--- config.mk ---
export PLATFORM = sky130hd
export DESIGN_NAME = json_string_unescape_utf8
export DESIGN_NICKNAME = d
export VERILOG_FILES = /design/src/sv/jsu_pkg.sv /design/src/sv/jsu_front.sv /design/src/sv/jsu_queue.sv /design/src/sv/jsu_back.sv /design/src/sv/json_string_unescape_utf8.sv
export SDC_FILE = /design/constraint.sdc
export NUM_CORES = 1
export LEC_CHECK = 0
export BUFFER_PORTS_ARGS = -buffer_cell sky130_fd_sc_hd__buf_2
export CORE_MARGIN = 3
export CORE_UTILIZATION = 63
export DETAILED_ROUTE_END_ITERATION = 7
export HOLD_SLACK_MARGIN = 0.1
export PLACE_DENSITY = 0.83
export RECOVER_POWER = 50
export SLEW_MARGIN = 20
export SYNTH_ARGS = -nofsm -noshare
export SYNTH_HDL_FRONTEND = slang
export SYNTH_HIERARCHICAL = 1
export SYNTH_SLANG_ARGS = --single-unit
--- constraint.sdc ---
create_clock -name clk -period 6.19 [get_ports clk]
set_clock_uncertainty 0.15 [all_clocks]
set_input_delay 1.238 -clock clk [delete_from_list [all_inputs] [get_ports clk]]
set_output_delay 1.238 -clock clk [all_outputs]
set_load 0.03 [all_outputs]
--- src/sv/jsu_pkg.sv ---
// Shared types, constants and decode functions for the JSON string unescaper.
package jsu_pkg;

	// Record queue between decode and output stages
	localparam int MAX_BYTES = 3;
	localparam int NB_W      = 2;
	localparam int QDEPTH    = 4;
	localparam int QPTR_W    = 2;

	// Byte codes the scanner reacts to
	localparam logic [7:0] CH_QUOTE  = 8'h22;
	localparam logic [7:0] CH_BSLASH = 8'h5C;
	localparam logic [7:0] CH_SLASH  = 8'h2F;
	localparam logic [7:0] CH_LOW_N  = 8'h6E;
	localparam logic [7:0] CH_LOW_T  = 8'h74;
	localparam logic [7:0] CH_LOW_R  = 8'h72;
	localparam logic [7:0] CH_LOW_U  = 8'h75;
	localparam logic [7:0] CH_LF     = 8'h0A;
	localparam logic [7:0] CH_TAB    = 8'h09;
	localparam logic [7:0] CH_CR     = 8'h0D;

	// UTF-8 encoding constants
	localparam logic [15:0] CP_ONE_LIMIT = 16'h0080;
	localparam logic [15:0] CP_TWO_LIMIT = 16'h0800;
	localparam logic [7:0]  UTF_CONT     = 8'h80;
	localparam logic [7:0]  UTF_LEAD2    = 8'hC0;
	localparam logic [7:0]  UTF_LEAD3    = 8'hE0;

	typedef struct packed {
		logic [7:0] ch;
		logic       buffer_end;
	} item_t;

	typedef struct packed {
		logic [7:0] byte_value;
		logic       has_byte;
		logic       string_end;
		logic       last;
	} result_t;

	// Work for the output stage: decoded bytes of one input byte
	typedef struct packed {
		logic [MAX_BYTES-1:0][7:0] bytes;
		logic [NB_W-1:0]           nb;
		logic                      ended;
	} rec_t;

	typedef struct packed {
		logic full;
		logic empty;
	} q_stat_t;

	typedef struct packed {
		logic       ok;
		logic [3:0] val;
	} hex_t;

	typedef struct packed {
		logic       ok;
		logic [7:0] value;
	} esc_t;

	typedef enum logic [2:0] {
		MODE_NORMAL = 3'b001,
		MODE_ESCAPE = 3'b010,
		MODE_HEX    = 3'b100
	} mode_t;

	function automatic hex_t hex_digit(input logic [7:0] c);
		hex_t r;
		r.ok  = 1'b1;
		r.val = 4'd0;
		if (c >= 8'h30 && c <= 8'h39) begin
			r.val = 4'(c - 8'h30);
		end else if (c >= 8'h61 && c <= 8'h66) begin
			r.val = 4'(c - 8'h57);
		end else if (c >= 8'h41 && c <= 8'h46) begin
			r.val = 4'(c - 8'h37);
		end else begin
			r.ok = 1'b0;
		end
		return r;
	endfunction

	function automatic esc_t esc_map(input logic [7:0] c);
		esc_t r;
		r.ok    = 1'b1;
		r.value = c;
		priority case (c)
			CH_LOW_N:  r.value = CH_LF;
			CH_LOW_T:  r.value = CH_TAB;
			CH_LOW_R:  r.value = CH_CR;
			CH_QUOTE:  r.value = CH_QUOTE;
			CH_BSLASH: r.value = CH_BSLASH;
			CH_SLASH:  r.value = CH_SLASH;
			default:   r.ok = 1'b0;
		endcase
		return r;
	endfunction

endpackage

--- src/sv/jsu_front.sv ---
// Scanner stage: accepts raw string bytes and turns them into records of decoded bytes.
module jsu_front (
	input  logic            clk,
	input  logic            arst_n,
	input  logic            item_valid,
	input  jsu_pkg::item_t  item,
	output logic            item_stall,
	input  jsu_pkg::q_stat_t q_stat,
	output logic            rec_push,
	output jsu_pkg::rec_t   rec
);

	jsu_pkg::mode_t mode_q, mode_d;
	logic [1:0]     cnt_q, cnt_d;
	logic [15:0]    acc_q, acc_d;
	logic           halt_q, halt_d;
	logic [7:0]     pend_q [3];
	logic           pend_we;
	logic           accept;

	assign item_stall = q_stat.full;
	assign accept     = item_valid && !q_stat.full;
	assign rec_push   = accept && (rec.nb != '0 || rec.ended);

	// Decode the current byte against the scan state
	always_comb begin
		jsu_pkg::hex_t hx;
		jsu_pkg::esc_t es;
		jsu_pkg::esc_t rm;
		logic [15:0]   acc_f;
		logic          halt_f;
		logic [7:0]    seq [3];
		logic [1:0]    rn;
		logic          esc_f;
		logic          stop;
		mode_d  = mode_q;
		cnt_d   = cnt_q;
		acc_d   = acc_q;
		halt_d  = halt_q;
		pend_we = 1'b0;
		rec     = '0;
		hx      = jsu_pkg::hex_digit(item.ch);
		es      = jsu_pkg::esc_map(item.ch);
		halt_f  = halt_q || !hx.ok;
		acc_f   = halt_f ? acc_q : {acc_q[11:0], hx.val};
		rn      = 2'd0;
		esc_f   = 1'b0;
		stop    = 1'b0;
		rm      = '0;
		for (int i = 0; i < 3; i++) begin
			seq[i] = (2'(i) < cnt_q) ? pend_q[i] : item.ch;
		end
		unique case (mode_q)
			jsu_pkg::MODE_ESCAPE: begin
				mode_d = jsu_pkg::MODE_NORMAL;
				if (es.ok) begin
					rec.bytes[0] = es.value;
					rec.nb       = 2'd1;
				end else if (item.ch == jsu_pkg::CH_LOW_U && !item.buffer_end) begin
					mode_d = jsu_pkg::MODE_HEX;
					cnt_d  = 2'd0;
					acc_d  = 16'd0;
					halt_d = 1'b0;
				end
				rec.ended = item.buffer_end;
			end
			jsu_pkg::MODE_HEX: begin
				if (cnt_q == 2'd3) begin
					// Fourth character: fold and encode the code unit
					acc_d  = acc_f;
					halt_d = halt_f;
					mode_d = jsu_pkg::MODE_NORMAL;
					if (acc_f < jsu_pkg::CP_ONE_LIMIT) begin
						rec.bytes[0] = acc_f[7:0];
						rec.nb       = 2'd1;
					end else if (acc_f < jsu_pkg::CP_TWO_LIMIT) begin
						rec.bytes[0] = jsu_pkg::UTF_LEAD2 | {3'd0, acc_f[10:6]};
						rec.bytes[1] = jsu_pkg::UTF_CONT | {2'd0, acc_f[5:0]};
						rec.nb       = 2'd2;
					end else begin
						rec.bytes[0] = jsu_pkg::UTF_LEAD3 | {4'd0, acc_f[15:12]};
						rec.bytes[1] = jsu_pkg::UTF_CONT | {2'd0, acc_f[11:6]};
						rec.bytes[2] = jsu_pkg::UTF_CONT | {2'd0, acc_f[5:0]};
						rec.nb       = 2'd3;
					end
					rec.ended = item.buffer_end;
				end else if (item.buffer_end) begin
					// Buffer ends inside the escape: replay collected characters
					for (int i = 0; i < 3; i++) begin
						if (2'(i) <= cnt_q && !stop) begin
							if (esc_f) begin
								esc_f = 1'b0;
								rm    = jsu_pkg::esc_map(seq[i]);
								if (rm.ok) begin
									rec.bytes[rn] = rm.value;
									rn            = rn + 2'd1;
								end
							end else if (seq[i] == jsu_pkg::CH_QUOTE) begin
								stop = 1'b1;
							end else if (seq[i] == jsu_pkg::CH_BSLASH) begin
								esc_f = 1'b1;
							end else begin
								rec.bytes[rn] = seq[i];
								rn            = rn + 2'd1;
							end
						end
					end
					rec.nb    = rn;
					mode_d    = jsu_pkg::MODE_NORMAL;
					rec.ended = 1'b1;
				end else begin
					acc_d   = acc_f;
					halt_d  = halt_f;
					pend_we = 1'b1;
					cnt_d   = cnt_q + 2'd1;
				end
			end
			default: begin
				mode_d = jsu_pkg::MODE_NORMAL;
				if (item.ch == jsu_pkg::CH_QUOTE) begin
					rec.ended = 1'b1;
				end else if (item.ch == jsu_pkg::CH_BSLASH) begin
					if (item.buffer_end) begin
						rec.ended = 1'b1;
					end else begin
						mode_d = jsu_pkg::MODE_ESCAPE;
					end
				end else begin
					rec.bytes[0] = item.ch;
					rec.nb       = 2'd1;
					rec.ended    = item.buffer_end;
				end
			end
		endcase
	end

	// Advance scan state on each transfer
	always_ff @(posedge clk or negedge arst_n) begin
		if (!arst_n) begin
			mode_q <= jsu_pkg::MODE_NORMAL;
			cnt_q  <= 2'd0;
			acc_q  <= 16'd0;
			halt_q <= 1'b0;
		end else if (accept) begin
			mode_q <= mode_d;
			cnt_q  <= cnt_d;
			acc_q  <= acc_d;
			halt_q <= halt_d;
		end
	end

	// Hold characters collected after \u for a possible replay
	always_ff @(posedge clk) begin
		if (accept && pend_we) begin
			pend_q[cnt_q] <= item.ch;
		end
	end

endmodule

--- src/sv/jsu_queue.sv ---
// Small record queue between the scanner and the output stage.
module jsu_queue (
	input  logic             clk,
	input  logic             arst_n,
	input  logic             push,
	input  jsu_pkg::rec_t    push_rec,
	input  logic             pop,
	output jsu_pkg::rec_t    head,
	output jsu_pkg::q_stat_t q_stat
);

	jsu_pkg::rec_t                mem_q [jsu_pkg::QDEPTH];
	logic [jsu_pkg::QPTR_W-1:0]   wr_q;
	logic [jsu_pkg::QPTR_W-1:0]   rd_q;
	logic [jsu_pkg::QPTR_W:0]     cnt_q;
	logic                         do_push;
	logic                         do_pop;

	assign q_stat.full  = (cnt_q == (jsu_pkg::QPTR_W + 1)'(jsu_pkg::QDEPTH));
	assign q_stat.empty = (cnt_q == '0);
	assign do_push      = push && !q_stat.full;
	assign do_pop       = pop && !q_stat.empty;
	assign head         = mem_q[rd_q];

	// Store records
	always_ff @(posedge clk) begin
		if (do_push) begin
			mem_q[wr_q] <= push_rec;
		end
	end

	// Advance pointers and fill count
	always_ff @(posedge clk or negedge arst_n) begin
		if (!arst_n) begin
			wr_q  <= '0;
			rd_q  <= '0;
			cnt_q <= '0;
		end else begin
			if (do_push) begin
				wr_q <= wr_q + 1'b1;
			end
			if (do_pop) begin
				rd_q <= rd_q + 1'b1;
			end
			if (do_push && !do_pop) begin
				cnt_q <= cnt_q + 1'b1;
			end else if (do_pop && !do_push) begin
				cnt_q <= cnt_q - 1'b1;
			end
		end
	end

endmodule

--- src/sv/jsu_back.sv ---
// Output stage: walks each record and sends one result per transfer.
module jsu_back (
	input  logic             clk,
	input  logic             arst_n,
	input  jsu_pkg::q_stat_t q_stat,
	input  jsu_pkg::rec_t    head,
	output logic             pop,
	output logic             result_valid,
	output jsu_pkg::result_t result,
	input  logic             result_stall
);

	logic [jsu_pkg::NB_W-1:0] idx_q;
	logic                     val_q;
	jsu_pkg::result_t         res_q;
	jsu_pkg::result_t         cur;
	logic                     load;
	logic                     take;
	logic                     is_last;

	assign load         = !val_q || !result_stall;
	assign take         = load && !q_stat.empty;
	assign is_last      = (head.nb == '0) ||
	                      (idx_q == jsu_pkg::NB_W'(head.nb - 2'd1));
	assign pop          = take && is_last;
	assign result_valid = val_q;
	assign result       = res_q;

	// Build the result for the current byte of the head record
	always_comb begin
		cur.has_byte   = (head.nb != '0);
		cur.byte_value = cur.has_byte ? head.bytes[idx_q] : 8'd0;
		cur.string_end = head.ended && is_last;
		cur.last       = is_last;
	end

	// Output register and byte index
	always_ff @(posedge clk or negedge arst_n) begin
		if (!arst_n) begin
			val_q <= 1'b0;
			idx_q <= '0;
		end else begin
			if (load) begin
				val_q <= !q_stat.empty;
			end
			if (take) begin
				idx_q <= is_last ? '0 : idx_q + 1'b1;
			end
		end
	end

	always_ff @(posedge clk) begin
		if (take) begin
			res_q <= cur;
		end
	end

endmodule

--- src/sv/json_string_unescape_utf8.sv ---
// JSON string unescaper top level: scanner, record queue and output stage.
// Feed the body bytes of a JSON string, one per transfer, starting after the opening quote;
// results carry the unescaped bytes, with \uXXXX expanded to 1 to 3 UTF-8 bytes. An input
// byte is taken every cycle while the four-entry record queue has room; the output stage
// sends one result per cycle while result_stall is low, so a byte that decodes to N bytes
// yields N results (a single result when it only ends the string, none when it yields
// nothing). Each record passes through the queue and then the output register.
module json_string_unescape_utf8 (
	input  logic             clk,
	input  logic             arst_n,
	input  logic             item_valid,
	input  jsu_pkg::item_t   item,
	output logic             item_stall,
	output logic             result_valid,
	output jsu_pkg::result_t result,
	input  logic             result_stall
);

	jsu_pkg::q_stat_t q_stat;
	jsu_pkg::rec_t    rec;
	jsu_pkg::rec_t    head;
	logic             rec_push;
	logic             rec_pop;

	jsu_front u_front (
		.clk        (clk),
		.arst_n     (arst_n),
		.item_valid (item_valid),
		.item       (item),
		.item_stall (item_stall),
		.q_stat     (q_stat),
		.rec_push   (rec_push),
		.rec        (rec)
	);

	jsu_queue u_queue (
		.clk      (clk),
		.arst_n   (arst_n),
		.push     (rec_push),
		.push_rec (rec),
		.pop      (rec_pop),
		.head     (head),
		.q_stat   (q_stat)
	);

	jsu_back u_back (
		.clk          (clk),
		.arst_n       (arst_n),
		.q_stat       (q_stat),
		.head         (head),
		.pop          (rec_pop),
		.result_valid (result_valid),
		.result       (result),
		.result_stall (result_stall)
	);

`ifndef SYNTHESIS
	a_no_push_full: assert property (@(posedge clk) disable iff (!arst_n)
		rec_push |-> !q_stat.full)
		else $error("record pushed into full queue");

	a_empty_result_ends: assert property (@(posedge clk) disable iff (!arst_n)
		result_valid && !result.has_byte |-> result.string_end && result.last)
		else $error("byteless result does not end the string");

	a_end_is_last: assert property (@(posedge clk) disable iff (!arst_n)
		result_valid && result.string_end |-> result.last)
		else $error("string end not on final result of its byte");
`endif

endmodule
==> reports/metrics.yaml, run 1 <==
syn2layout_area_growth_pct: 7.06
pwr-share-seq_pct: 45.7
vias: 7188
cp_max_fo: 19
mostFrequentLayoutCells: "edfxtp_1 (143), nor2_1 (56), nand2_1 (54), a21oi_1 (45), mux2i_1 (32)"
violations: "capacitance limit, slew limit"
cp_slowest_stage_delay_ps: 690
synth-edff-count: 143
rows: 44
grt_max_degree: 33
p_sw_share_pct: 30.7
gp_congestion: 0.950
postSynth.asyncResetShare_pct: 18.3
peakVddDrop_mv: 0.262
wl_per_cell_um: 24.4
switching_power_uw: 1120
grt_busiest_layer: "met2"
cts_resized: 0
synth_area_um2: 9760
slew_violations: 63
powerDensity_nw_per_um2: 349
pwr-share-comb_pct: 24.9
layout-drive-gt1-share_pct: 12.2
routed_wl_mm: 24.6
synth_compound_area_share_pct: 14.5
synth_simple_gate_area_share_pct: 14.7
syn_avg_cell_area_um2: 12.1
cts-root-buf: "clkbuf_16"
drtIter0Drc: 875
tns_ps: 0
placed_cells_incl_taps: 979
die_w_um: 130
synthTopCellsByArea: "edfxtp_1 (44%), dfrtp_1 (7.9%), mux4_2 (6.0%)"
worstSetupEndpointType: "flip-flop"
final_cell_count_no_fill: 1011
timing.final.crit_share_pct: 85.9
ios: 26
grt_pass1_vias: 6854
path_class: "input pin to flip-flop"
antenna_found_initial: 0
hold_class: "flip-flop to flip-flop"
use_met1_pct: 40.9
fmax_ghz: 0.188
tritoncts: "done"
drv_cap: 2
synth_ff_type: "edfxtp_1"
post_synth_mux_area_share_pct: 10.9
path_buf_inv: 3
design_area_um2: 10500
cp_slowest_cell: "clkbuf_1"
cp_cell_sequence: "clkbuf_1 -> inv_1 -> ha_1 -> o21bai_1 -> a211oi_1 -> or2_0 -> a32oi_1 -> a311oi_1 -> a21oi_1 -> nor2b_1 -> ha_1 -> inv_1 -> fa_1 -> xor2_1 -> nor2_1 -> xor2_1"
synth_fp_nets: 840
required_ps: 6390
drc_errors: 0
cp-startpoint: "item[1]"
grt_pass1_wl_mm: 38.3
hold_buffers: 0
finalCriticalPeriod_ps: 5320
p_clk_share_pct: 29.5
tightest_slew_ps: 1780
cts_sinks: 175
io_buffers: 25
h-tree-depth: 4
cp-start-kind: "input pin"
netlist_instances: 806
post_cts_buffers: 0
synth_xor_area_share_pct: 1.08
synth_fa_ha_area_share_pct: 2.77
finalWorstSetupSlack_ps: 875
clkLatencyLatePin_ps: 440
intPower_uw: 2520
start_util_pct: 65.7
layout.nets: 848
power_leakage_uw: 0.00360
ys_warn_count: 6
min_from: "u_back/result_valid$_DFFE_PN0N_"
clkTransAtPathRegs_ps: 70
seq_area_frac_synth_pct: 52.2
arrival_ps: 5510
grtUsageTotal_pct: 29.9
yosysTopAreaCellShare_pct: 44.0
drt_pass1_iterations: 8
clockBufferDepth: 2
holdWs_ps: 366
die_y_um: 130
synth_top_family_by_area: "simple AND/OR/NAND/NOR gates"
setup_viol: 0
cts-buffers-inserted: 17
vias_per_cell: 7.11
antenna_left: 0
synth-seq-cells: 175
gr-usage-met3_pct: 6.83
synth_cell_types: 91
placed_cell_area_um2: 9910
critPathTopFamily: "compound AO/OA/AOI/OAI gates"
pre_cts_slack_ps: 959
reg2reg_from: "u_front/cnt_q[1]$_DFFE_PN0P_"
core_area_um2: 14900
status: "finished, violations left"
gr-usage-met2_pct: 46.9
hold_viol: 0
grt_setup_unrepaired: "false"
overflow: 0
yosysTopAreaCell: "edfxtp_1"
slew_headroom_pct: -18.9
dieArea_um2: 17000
n_antenna_cell: 0
layout_commonest_cell: "edfxtp_1"
dp_hpwl_mm: 17.2
[final timing paths]
check	to	slack, ps	cells past startpoint
worst max-delay path	u_queue/cnt_q[2]$_DFFE_PN0P_	870	16
worst min-delay path	u_back/result_valid$_DFFE_PN0N_	370	2
worst max register to register	u_queue/mem_q[0][4]$_DFFE_PP_	1160	17
worst min register to register	u_back/result_valid$_DFFE_PN0N_	370	2
max in group asynchronous	u_front/acc_q[9]$_DFFE_PN0P_	3830	1
min in group asynchronous	u_back/idx_q[1]$_DFFE_PN0P_	1080	1
[registers in the layout (all words and copies together) (netlist names)]
| register | count |
|---|---|
| u_front/cnt_q | 2 |
| u_back/result_valid | 1 |
| u_queue/rd_q | 2 |
| u_front/mode_q | 3 |
| u_front/acc_q | 16 |
| u_queue/cnt_q | 3 |
| u_queue/wr_q | 2 |
| u_back/idx_q | 2 |
| u_front/pend_q | 24 |
| u_front/halt_q | 1 |
| u_queue/mem_q | 108 |
| u_back/result | 11 |
[synth_stat cells, types with 14 or more instances]
| cell | count |
|---|---|
| nand3_1 | 24 |
| ha_1 | 20 |
| dfrtp_1 | 31 |
| inv_1 | 22 |
| nand2_1 | 54 |
| a21oi_1 | 45 |
| o21ai_0 | 25 |
| buf_2 | 21 |
| edfxtp_1 | 143 |
| mux2i_1 | 32 |
| mux4_2 | 26 |
| nor2_1 | 55 |
| nor3_1 | 20 |
| and2_1 | 14 |
[per-stage QoR]
step | utilization (%) | power, uW
after floorplan | - | 2380
after global routing | 70.3 | 3810
after CTS | 70.7 | 3690
after detailed placement | 66.7 | 2590
final | 70.3 | 3640
after global placement | 66.7 | 2550
[cell type report]
| cell class | count | area, um2 |
|---|---|---|
| sequential | 175 | 5100 |
| fill | 1072 | 4410 |
| multi-input combinational | 561 | 4270 |
| clock buffer | 19 | 443 |
| tap | 184 | 230 |
| timing repair buffer | 36 | 174 |
| clock inverter | 13 | 150 |
| inverter | 23 | 86.3 |
[worst min-delay path: stages, from the launching register on]
cell	delay, ps
dfrtp_1	370
nand2_1	60
nand2_1	60
[kinds of logic (layout without fill, tap and decap cells)]
group,count (synthesis),after routing
adder cells (fa/ha/maj),21,21
flip-flops,175,175
AND/OR/NAND/NOR,262,262
XOR/XNOR,12,12
buffers and inverters,70,91
multiplexers,70,70
AO/OA/AOI/OAI,196,196
[metal layers]
metal | vias up | wire (um)
met5 | - | 0
met4 | 0 | 914
met3 | 73 | 1950
met2 | 416 | 11700
met1 | 3563 | 10000
li1 | 3136 | -
[power groups by stage]
stage               combinational [uW]  sequential [uW]  clock [uW]
floorplan                          708             1670           0
global route                       984             1690        1130
CTS                                933             1670        1090
detailed placement                 897             1690           0
global placement                   876             1670           0
finish                             906             1660        1070
Note: power is estimated with default switching activity, not from simulation.
==> run 2, diff against run 1 <==
--- a/config.mk
+++ b/config.mk
@@ -5,6 +5,7 @@
 export SDC_FILE = /design/constraint.sdc
 export NUM_CORES = 1
 export LEC_CHECK = 0
+export ABC_AREA = 1
 export BUFFER_PORTS_ARGS = -buffer_cell sky130_fd_sc_hd__buf_2
 export CORE_MARGIN = 3
 export CORE_UTILIZATION = 63
==> run 2 against run 1 <==
The flow still finishes with violations (capacitance limit, slew limit). Global-route usage is 0.59 points lower. Power increased by 9.1%. Setup slack got worse by 290 ps. Core utilization down 0.53 points. Die area increased by 4.9%. Count of clock-buffer cells in the layout is 1 lower. Worst hold slack worse by 16 ps. Critical endpoint unchanged. Final area is 6.1% higher. Via count increased by 20%.
==> reports/metrics.yaml, run 2 <==
gp_congestion: 0.981  # +3.3%
vias_per_cell: 5.86  # -18%
vias: 8639  # +20%
synth_fp_nets: 1259  # +50%
cp-start-kind: "input pin"
antenna_found_initial: 0  # unchanged
min_path_cells: 2  # unchanged
fmax_ghz: 0.178  # -5.2%
drt_pass1_iterations: 6  # -2
dieArea_um2: 17900  # +4.9%
synth_ff_type: "edfxtp_1"
p_clk_share_pct: 26.9  # -2.6 points
die_y_um: 134  # +2.4%
required_ps: 6360  # -30 ps
synth-seq-cells: 175  # unchanged
clkLatencyLatePin_ps: 430  # about the same
finalCriticalPeriod_ps: 5610  # +292 ps
yosysTopAreaCellShare_pct: 41.8  # -2.2 points
drc_errors: 0  # unchanged
tritoncts: "done"
yosysTopAreaCell: "edfxtp_1"
antenna_left: 0  # unchanged
hold_buffers: 0  # unchanged
clkTransAtPathRegs_ps: 70  # about the same
cp_slowest_stage_delay_ps: 460  # -230 ps
power_leakage_uw: 0.00478  # +33%
overflow: 0  # unchanged
dp_hpwl_mm: 18.2  # +6.3%
cp_common_cell: "nand2_1"
path_class: "input pin to flip-flop"
cp_slowest_cell: "o21ai_1"
biggestRegsByFlops: "u_queue/mem_q (108), u_front/pend_q (24), u_front/acc_q (16)"
status: "finished, violations left"
clockBufferDepth: 2  # unchanged
layout-drive-gt1-share_pct: 9.61  # -2.6 points
cp_max_fo: 9  # -10
die_w_um: 134  # +2.4%
mostFrequentLayoutCells: "nand2_1 (360), inv_1 (172), edfxtp_1 (143), nor2_1 (92), o21ai_0 (67)"
yosysMostFrequentCell: "nand2_1"
netlist_instances: 1225  # +52%
worstSetupEndpointType: "flip-flop"
slew_violations: 63  # unchanged
grtUsageTotal_pct: 29.3  # -0.59 points
multi_input_area_um2: 4230  # -0.97%
ys_warn_count: 6  # unchanged
start_util_pct: 64.6  # -1.1 points
slew_headroom_pct: -9.28  # +9.7 points
final-seq-area_um2: 5100  # unchanged
grt_setup_unrepaired: "false"
grt_pass1_wl_mm: 40.9  # +6.8%
cts-root-buf: "clkbuf_16"
timing.final.crit_share_pct: 90.6  # +4.7 points
post_cts_buffers: 0  # unchanged
tns_ps: 0  # unchanged
pwr-share-seq_pct: 41.0  # -4.7 points
routed_wl_mm: 25.7  # +4.2%
peakVddDrop_mv: 0.263  # +0.52%
synth_area_um2: 10300  # +5.1%
cts-buffers-inserted: 17  # unchanged
r2r_slack_ps: 730  # -430 ps
synthTopCellsByArea: "edfxtp_1 (42%), nand2_1 (13%), dfrtp_1 (7.6%)"
layout.nets: 1280  # +51%
reg2regPathDepth: 33  # +16
regMostFlops: "u_queue/mem_q"
seq_area_frac_synth_pct: 49.7  # -2.6 points
rows: 46  # +4.5%
drv_cap: 2  # unchanged
synth_commonest_cells: "nand2_1 (358), inv_1 (171), edfxtp_1 (143)"
syn2layout_area_growth_pct: 8.00
grt_pass1_vias: 7937  # +16%
io_buffers: 25  # unchanged
layout_commonest_cell: "nand2_1"
switching_power_uw: 1500  # +34%
postSynth.asyncResetShare_pct: 18.3  # unchanged
tightest_slew_ps: 1640  # -145 ps
arrival_ps: 5780  # +270 ps
synth_cell_types: 51  # -44%
hold_class: "flip-flop to flip-flop"
syn_avg_cell_area_um2: 8.38  # -31%
num-fill-cells: 1259  # +17%
intPower_uw: 2480  # -1.9%
power_uw: 3970  # +9.1%
ios: 26  # unchanged
p_sw_share_pct: 37.7  # +7.0 points
grt_max_degree: 90  # +170%
violations: "capacitance limit, slew limit"
hold_viol: 0  # unchanged
wl_per_cell_um: 17.4  # -29%
largest_reg_flops: 108  # unchanged
setup_viol: 0  # unchanged
n_antenna_cell: 0  # unchanged
pwr-share-comb_pct: 32.1  # +7.2 points
powerDensity_nw_per_um2: 359  # +2.8%
drtIter0Drc: 917  # +4.8%
core_area_um2: 15900  # +6.9%
cts_sinks: 175  # unchanged
cts_resized: 0  # unchanged
h-tree-depth: 4  # unchanged
synth-edff-count: 143  # unchanged
[run 2: cell count changes after synthesis, sizes merged, moves of 27 or more]
| cell | previous run | this run |
|---|---|---|
| o21ai | 33 | 92 |
| nor2 | 56 | 106 |
| mux4 | 27 | 0 |
| nand3 | 25 | 54 |
| nand2 | 57 | 382 |
| inv | 23 | 187 |
| o211ai | 5 | 59 |
| mux2i | 32 | 0 |
[run 2: cell type report]
cell class | instances | area share, %
clock buffers | 18 | 3.87
well taps | 216 | 2.44
repair buffers | 36 | 1.52
multi-input cells | 827 | 38.2
inverters | 189 | 6.41
clock inverters | 14 | 1.61
flip-flops and latches | 175 | 46.0
[run 2: logic make-up after synthesis]
family                   after synthesis  synth area share (%)
AND/OR/NAND/NOR                      573                  24.2
AO/OA/AOI/OAI                        232                  14.4
buffers and inverters                223                  9.08
flip-flops                           175                  49.7
adder cells (fa/ha/maj)               21                  2.63
XOR/XNOR                               1                0.0854
[run 2: routing by layer]
metal / global-route usage, % / vias up / part of all wire [%]
li1: - / 4120 / -
met1: 39.8 / 3947 / 41
met2: 47.1 / 478 / 46
met3: 6.12 / 94 / 8.7
met4: 10.7 / 0 / 4.1
met5: 0 / - / 0
[run 2: worst paths after layout]
| kind | start | end |
|---|---|---|
| max | item[2] | u_queue/cnt_q[2]$_DFFE_PN0P_ |
| min | u_front/acc_q[13]$_DFFE_PN0P_ | u_front/acc_q[13]$_DFFE_PN0P_ |
| max reg2reg | u_front/cnt_q[1]$_DFFE_PN0P_ | u_queue/cnt_q[2]$_DFFE_PN0P_ |
| min reg2reg | u_front/acc_q[13]$_DFFE_PN0P_ | u_front/acc_q[13]$_DFFE_PN0P_ |
| max in group asynchronous | arst_n | u_front/acc_q[0]$_DFFE_PN0P_ |
| min in group asynchronous | arst_n | u_queue/rd_q[1]$_DFFE_PN0P_ |
[run 2: power groups by stage]
stage / clock, uW / sequential (uW) / combinational, uW
floorplan: 0 / 1710 / 914
finish: 1070 / 1630 / 1280
CTS: 1080 / 1630 / 1290
global placement: 0 / 1640 / 1240
global route: 1130 / 1650 / 1420
detailed placement: 0 / 1650 / 1270
[run 2: worst max-delay path, delay by kind of cell]
family	cells	cell delay, ps
simple gates	21	2230
fa+ha+maj	4	1020
buf+inv	6	840
compound gates	1	460
[run 2: stage by stage]
stage / cell area [um2] / utilization, % / std cells / setup WS, ps / hold slack [ps]
global route: 11100 / 69.8 / 1475 / 157 / 382
finish: 11100 / 69.8 / 1475 / 583 / 350
CTS: 11100 / 70.1 / 1475 / 834 / 354
global placement: 10500 / 66.3 / 1443 / 665 / 326
detailed placement: 10500 / 66.3 / 1443 / 466 / 336
floorplan: 10300 / - / 1225 / 795 / 303
==> run 3, diff against run 2 <==
--- a/config.mk
+++ b/config.mk
@@ -11,7 +11,8 @@
 export CORE_UTILIZATION = 63
 export DETAILED_ROUTE_END_ITERATION = 7
 export HOLD_SLACK_MARGIN = 0.1
-export PLACE_DENSITY = 0.83
+export MAX_ROUTING_LAYER = met4
+export PLACE_DENSITY = 0.8
 export RECOVER_POWER = 50
 export SLEW_MARGIN = 20
 export SYNTH_ARGS = -nofsm -noshare
==> run 3 against run 2 <==
The flow still finishes with violations (capacitance limit, slew limit). Sequential power about the same. Global-route usage up 1.6 points. Clock power about the same. First-iteration DRC count up 9.4%. Combinational power about the same. Final cell count about the same. Count of clock-buffer cells in the layout up 1. Via count down 0.50%. Core utilization down 0.087 points. Largest cell class unchanged.
==> reports/metrics.yaml, run 3 (synthesis gave the netlist of run 2 again) <==
tritoncts: "done"
tightest_slew_ps: 2170  # +527 ps
worstSetupEndpointType: "flip-flop"
layout-drive-gt1-share_pct: 9.60  # about the same
design_area_um2: 11100  # -0.12%
start_util_pct: 64.6  # unchanged
arrival_ps: 5820  # +40 ps
hold_viol: 0  # unchanged
switching_power_uw: 1490  # -0.47%
grtUsageTotal_pct: 30.9  # +1.6 points
cp-start-kind: "input pin"
drt_pass1_iterations: 6  # unchanged
antenna_found_initial: 0  # unchanged
grt_setup_unrepaired: "false"
tns_ps: 0  # unchanged
layout_commonest_cell: "nand2_1"
h-tree-depth: 4  # unchanged
powerDensity_nw_per_um2: 360  # +0.42%
violations: "capacitance limit, slew limit"
vias: 8596  # -0.50%
drv_cap: 3  # +1
setup_viol: 0  # unchanged
cp_slowest_stage_delay_ps: 480  # +20 ps
p_clk_share_pct: 26.6  # -0.3 points
wl_per_cell_um: 18.0  # +3.4%
clkLatencyLatePin_ps: 430  # about the same
post_cts_buffers: 0  # unchanged
io_buffers: 25  # unchanged
dieArea_um2: 17900  # unchanged
status: "finished, violations left"
power_leakage_uw: 0.00479  # +0.13%
ios: 26  # unchanged
regMostFlops: "u_queue/mem_q"
timing.final.crit_share_pct: 91.3  # +0.75 points
overflow: 0  # unchanged
finalCriticalPeriod_ps: 5650  # +46.7 ps
grt_pass1_vias: 7894  # -0.54%
pwr-share-comb_pct: 32.6  # +0.5 points
placed_cell_area_um2: 10500  # about the same
required_ps: 6360  # about the same
syn2layout_area_growth_pct: 7.86
grt_max_degree: 67  # -26%
pwr-share-seq_pct: 40.8  # -0.2 points
die_w_um: 134  # unchanged
n_antenna_cell: 0  # unchanged
path_class: "input pin to flip-flop"
peakVddDrop_mv: 0.243  # -7.7%
biggestRegsByFlops: "u_queue/mem_q (108), u_front/pend_q (24), u_front/acc_q (16)"
cts_sinks: 175  # unchanged
die_y_um: 134  # unchanged
hold_buffers: 0  # unchanged
core_area_um2: 15900  # unchanged
cts_resized: 0  # unchanged
cts-buffers-inserted: 17  # unchanged
mostFrequentLayoutCells: "nand2_1 (362), inv_1 (172), edfxtp_1 (143), nor2_1 (92), o21ai_0 (67)"
cp_max_fo: 9  # unchanged
intPower_uw: 2500  # +0.76%
drc_errors: 0  # unchanged
vias_per_cell: 5.82  # -0.57%
clockBufferDepth: 2  # unchanged
slew_violations: 145  # +130%
dp_hpwl_mm: 19.0  # +4.2%
hold_class: "flip-flop to flip-flop"
drtIter0Drc: 1003  # +9.4%
fmax_ghz: 0.177  # -0.83%
cp_common_cell: "nand2_1"
cp_slowest_cell: "o21ai_1"
slew_headroom_pct: -45.2  # -36 points
p_sw_share_pct: 37.4  # -0.29 points
clkTransAtPathRegs_ps: 70  # about the same
cts-root-buf: "clkbuf_16"
gp_congestion: 1.03  # +5.1%
routed_wl_mm: 26.6  # +3.5%
layout.nets: 1281  # +0.078%
antenna_left: 0  # unchanged
largest_reg_flops: 108  # unchanged
grt_pass1_wl_mm: 41.4  # +1.3%
rows: 46  # unchanged
## run 3: cell count changes in the layout (fill, tap and decap cells not counted), moves of 2 or more
cell	delta
inv_8	+2
nand2_1	+2
nand2_2	-2
inv_6	+3
clkinv_8	-4
clkinv_4	-2
## run 3: path summary, 6_finish.rpt
kind                                                from  slack, ps  cells past startpoint                              end
hold reg to reg            u_front/acc_q[13]$_DFFE_PN0P_        340                      2    u_front/acc_q[13]$_DFFE_PN0P_
min in group asynchronous                         arst_n       1110                      1  u_back/result_valid$_DFFE_PN0N_
setup reg to reg            u_front/cnt_q[1]$_DFFE_PN0P_        580                     29     u_queue/cnt_q[2]$_DFFE_PN0P_
setup / recovery                                 item[2]        540                     31     u_queue/cnt_q[2]$_DFFE_PN0P_
max in group asynchronous                         arst_n       3760                      1     u_front/acc_q[1]$_DFFE_PN0P_
hold / removal             u_front/acc_q[13]$_DFFE_PN0P_        340                      2    u_front/acc_q[13]$_DFFE_PN0P_
## run 3: critical path: cells and delay by family
kind                     cells  cell delay (ps)
AND/OR/NAND/NOR             18             1860
adder cells (fa/ha/maj)      4             1140
AO/OA/AOI/OAI                3              820
buffers and inverters        6              770
## run 3: power groups by stage
stage | sequential, uW | clock [uW] | combinational (uW)
floorplan | 1710 | 0 | 914
global placement | 1640 | 0 | 1250
detailed placement | 1650 | 0 | 1280
CTS | 1620 | 1070 | 1300
global route | 1650 | 1110 | 1440
finish | 1630 | 1060 | 1300
## run 3: layer usage
layer | track usage (%) | share of wire [%] | vias up
met4 | 12.3 | 3.7 | 0
met1 | 38.8 | 41 | 3970
met2 | 50.2 | 48 | 412
li1 | - | - | 4131
met5 | - | 0 | -
met3 | 5.55 | 7.0 | 83
## run 3: metrics by stage
stage                     util (%)  cells  total power, uW  worst slack [ps]  hold slack (ps)
after floorplan                  -   1225             2620               795              303
after detailed placement      66.3   1444             2930               451              323
after global placement        66.3   1444             2890               693              327
after CTS                     70.0   1476             3990               801              342
after global routing          69.7   1476             4200               178              360
final                         69.7   1476             3990               536              338
## run 3: final cells by class
cell class                      count  area, um2
Inverter                          189        712
Tap cell                          216        270
Timing Repair Buffer               37        176
Clock inverter                     13        143
Sequential cell                   175       5100
Fill cell                        1267       4820
Multi-Input combinational cell    827       4230
Clock buffer                       19        443
